<file path="src/rtl/dbp_pkg.sv">
`default_nettype none
// ----------------------------------------------------------------------------
// dbp_pkg: shared types and constants for depth pixel back-projection
// operation codes, register indexes, controller states and handshake structs
// ----------------------------------------------------------------------------
package dbp_pkg;

    localparam int unsigned MAX_AREAS_DEF       = 8;
    localparam int unsigned DEPTH_FRAC_BITS_DEF = 10;

    localparam int unsigned CFG_IDX_W  = 3;
    localparam int unsigned CFG_DATA_W = 24;

    localparam logic [1:0] OP_PIXEL      = 2'd0;
    localparam logic [1:0] OP_AREA_WRITE = 2'd1;
    localparam logic [1:0] OP_AREA_CLEAR = 2'd2;

    localparam logic [CFG_IDX_W-1:0] CFG_CENTER_X      = 3'd0;
    localparam logic [CFG_IDX_W-1:0] CFG_CENTER_Y      = 3'd1;
    localparam logic [CFG_IDX_W-1:0] CFG_RECIP_FOCAL_X = 3'd2;
    localparam logic [CFG_IDX_W-1:0] CFG_RECIP_FOCAL_Y = 3'd3;
    localparam logic [CFG_IDX_W-1:0] CFG_FRAME_WIDTH   = 3'd4;

    localparam logic [12:0] FRAME_WIDTH_RST = 13'd640;
    localparam logic [12:0] FRAME_WIDTH_MAX = 13'd4096;

    typedef enum logic [1:0] {
        S_IDLE,
        S_MUL1,
        S_MUL2,
        S_DONE
    } t_state;

    typedef struct packed {
        logic accept;
        logic mul1;
        logic mul2;
        logic load_out;
    } t_dp_cmd;

    typedef struct packed {
        logic produce;
        logic out_free;
    } t_dp_sts;

endpackage
`default_nettype wire

</file>
<file path="src/rtl/dbp_ctrl.sv">
`default_nettype none
// ----------------------------------------------------------------------------
// dbp_ctrl: sequencing state machine
// takes an item; for one that yields a point, steps the two multiply stages and hands the point to output
// ----------------------------------------------------------------------------
module dbp_ctrl
    import dbp_pkg::*;
(
    input  wire logic    i_clk,
    input  wire logic    i_rst_n,
    input  wire logic    i_in_valid,
    input  wire t_dp_sts i_sts,
    output logic         o_in_stall,
    output t_dp_cmd      o_cmd
);

    t_state r_state;
    t_state n_state;

    always_ff @(posedge i_clk) begin
        if (!i_rst_n) begin
            r_state <= S_IDLE;
        end else begin
            r_state <= n_state;
        end
    end

    always_comb begin
        n_state    = r_state;
        o_cmd      = '0;
        o_in_stall = 1'b1;
        unique case (r_state)
            S_IDLE: begin
                o_in_stall = 1'b0;
                if (i_in_valid) begin
                    o_cmd.accept = 1'b1;
                    if (i_sts.produce) begin
                        n_state = S_MUL1;
                    end
                end
            end
            S_MUL1: begin
                o_cmd.mul1 = 1'b1;
                n_state    = S_MUL2;
            end
            S_MUL2: begin
                o_cmd.mul2 = 1'b1;
                n_state    = S_DONE;
            end
            S_DONE: begin
                if (i_sts.out_free) begin
                    o_cmd.load_out = 1'b1;
                    n_state        = S_IDLE;
                end
            end
            default: begin
                n_state = S_IDLE;
            end
        endcase
    end

endmodule
`default_nettype wire

</file>
<file path="config.mk">
export PLATFORM = sky130hd
export DESIGN_NAME = dbp_ctrl
export DESIGN_NICKNAME = d
export VERILOG_FILES = /design/src/rtl/dbp_pkg.sv /design/src/rtl/dbp_ctrl.sv
export SDC_FILE = /design/constraint.sdc
export NUM_CORES = 1
export LEC_CHECK = 0
export ABC_AREA = 1
export BUFFER_PORTS_ARGS = -buffer_cell sky130_fd_sc_hd__buf_4
export CAP_MARGIN = 20
export CORE_AREA = 2 2 39 41
export CTS_BUF_LIST = sky130_fd_sc_hd__clkbuf_4 sky130_fd_sc_hd__clkbuf_8
export CTS_CLUSTER_DIAMETER = 60
export DETAILED_ROUTE_END_ITERATION = 10
export DIE_AREA = 0 0 41 43
export PLACE_DENSITY_LB_ADDON = 0.1
export SLEW_MARGIN = 20
export SYNTH_ARGS = -nofsm -noshare
export SYNTH_HDL_FRONTEND = slang
export SYNTH_SLANG_ARGS = --single-unit
</file>
<file path="constraint.sdc">
create_clock -name i_clk -period 1.55 [get_ports i_clk]
set_clock_uncertainty 0.05 [all_clocks]
set_input_delay 0.155 -clock i_clk [delete_from_list [all_inputs] [get_ports i_clk]]
set_output_delay 0.155 -clock i_clk [all_outputs]
set_load 0.03 [all_outputs]
</file>
==> metrics.csv <==
metric,value,unit
status,"finished, final reports clean",
main area contributors after synthesis,"ha_1 33%, dfxtp_1 21%, inv_1 14%, nand2_1 9.8%, nand2_2 6.5%",
Synth Flop Type,dfxtp_1,
die width,41,um
worst-margin pin slew,140,ps
average size of a mapped cell,6.84,um2
Synth Instances,28,
total die area,0.00176,mm2
htree depth,1,
Synth Register Bits,2,
filler instances,166,
Setup WS pre-CTS,388,ps
post-synthesis cell type count,8,
Hold Crit Class,in -> reg,
GRT Residual Overflow,0,
Num CTS Buffers,3,
"Reg clk slew, reported paths",30,ps
max reg flops,2,
Post-DP Area,279,um2
post-detail-place hpwl,287,um
Reg area,40.0,um2
final instance area,302,um2
total routed wirelength,371,um
"Area growth, synth to finish",57.5,%
Inserted Diodes,0,
# port buffers,9,
"count leader, synth",inv_1,
post-synthesis async set-or-reset flop share,0,%
Chip Height,43,um
crit path launch type,register,
drt wl/cell,6.63,um
CP endpoint kind,output pin,
Largest regs,r_state: 2 flops,
clk_lat worst skew,220,ps
core area,0.00138,mm2
"top cells by count, synth","7 x inv_1, 5 x ha_1, 5 x nand2_1",
flop2flop setup slack,410,ps
residual DRC count,0,
largest net degree at the start of global routing,5,
vias per cell,3.30,
syn_nets,38,
sequential area share after synthesis,20.9,%
number of enable flip-flop cells after synthesis,0,
Post-Syn Area,191,um2
initial antenna violation count,0,
setup repair after global routing missed its margin,no,
via count,185,
crit path from,r_state[0]$_SDFFE_PN0P_,
total I/O pin count,10,
PwrDens,1850,mW/mm2
crit path capture,o_cmd[3],
fin nets,52,
worst rel slew slack,90.6,%
reg-to-reg endpoint,r_state[0]$_SDFFE_PN0P_,
drt first pass iters,2,
Final Hold Slack,116,ps
crit path DAT,1180,ps
fin crit period,1380,ps
Hold Buf Count CTS,0,
first-pass GRT wire length,572,um
Max VDD drop,535,uV
LEAKAGE,0.182,nW
post_cts resized,0,
Biggest register,r_state,
peak fanout along the critical path,4,
Initial Util,13.8,%
number of global-route vias before repair,172,
maxcap violations,0,
Clock Sinks,2,
Final Hold Fails,0,
final worst-path cycle share,89.2,%
final setup violation count,0,
"Slew Viols, Final",0,
setup ws final,168,ps
final setup TNS,0,ps
Multi-input gate area,125,um2
Root Driver,clkbuf_4,
aggregate global-route resource usage,5.51,%
Post-CTS Setup Bufs,0,
Syn. warnings,0,
"Req. time, crit path",1340,ps
RD Place Congestion,0.710,
Hold Path Depth,3,
critical path type,reg -> out,
Clock Path Buffers,2,
CTS tree,done,
Fmax,0.723,GHz
top cell type's share of synthesized area,32.7,%
cell taking the most area after synthesis,ha_1,
Worst Reg2Reg Path Length in Cells,6,
r2r startpoint,r_state[0]$_SDFFE_PN0P_,
First DRT Iteration DRCs,3,
Rows,14,
DRT antenna net count,0,
layout cells sized above 1,35.0,%
==> cells by family after synthesis <==
group | count (synthesis) | synth area share, %
compound gates | 2 | 5.23
buf+inv | 7 | 13.7
simple gates | 12 | 27.5
fa+ha+maj | 5 | 32.7
flops | 2 | 20.9
==> report_power, final <==
group | internal [W] | leakage, nW | switching, W
Clock | 0.0000855 | 0.0138 | 0.0000302
Sequential | 0.0000729 | 0.0167 | 0.0000214
Combinational | 0.000135 | 0.151 | 0.000213
Total | 0.000293 | 0.182 | 0.000264
==> area by class of cell <==
| cell class | instances | share of cell area, % |
|---|---|---|
| flip-flops and latches | 2 | 13.3 |
| inverters | 7 | 8.71 |
| repair buffers | 9 | 22.4 |
| clock buffers | 3 | 7.47 |
| well taps | 16 | 6.64 |
| multi-input cells | 19 | 41.5 |
==> through the flow <==
step | util (%) | std cells | total power (W)
floorplan | - | 28 | 0.000348
global placement | 20.2 | 53 | 0.000448
detailed placement | 20.2 | 53 | 0.000447
CTS | 21.8 | 56 | 0.000573
global route | 21.8 | 56 | 0.000610
finish | 21.8 | 56 | 0.000557
==> worst min path at each step <==
stage | start | slack, ps | to
CTS | i_rst_n | 110 | r_state[0]$_SDFFE_PN0P_
global placement | i_rst_n | 350 | r_state[1]$_SDFFE_PN0P_
global route | i_rst_n | 120 | r_state[0]$_SDFFE_PN0P_
detailed placement | i_rst_n | 350 | r_state[0]$_SDFFE_PN0P_
floorplan | i_rst_n | 230 | r_state[1]$_SDFFE_PN0P_
finish | i_rst_n | 120 | r_state[0]$_SDFFE_PN0P_
==> layout by cell type, fill, tap and decap left out <==
master    netlist  final
nand3_1         2      2
dfxtp_1         2      2
inv_1           7      7
nand2_1         5      5
nor2_1          3      3
ha_1            5      5
clkbuf_4        0      3
a21oi_1         2      2
nand2_2         2      2
buf_4           0      9
==> metal layers <==
metal | track usage [%] | vias up | share of wire [%]
li1 | - | 106 | -
met1 | 4.79 | 69 | 41
met2 | 6.88 | 6 | 44
met3 | 1.57 | 4 | 7.0
met4 | 10.0 | 0 | 7.5
met5 | 0 | - | 0
==> worst max-delay path, cell delays in order, from the launching register on <==
cell and delay (ps):
dfxtp_1 370, inv_1 90, ha_1 240, nand2_1 70
inv_1 30, buf_4 150
No activity file was read; power rests on OpenSTA's default activity.
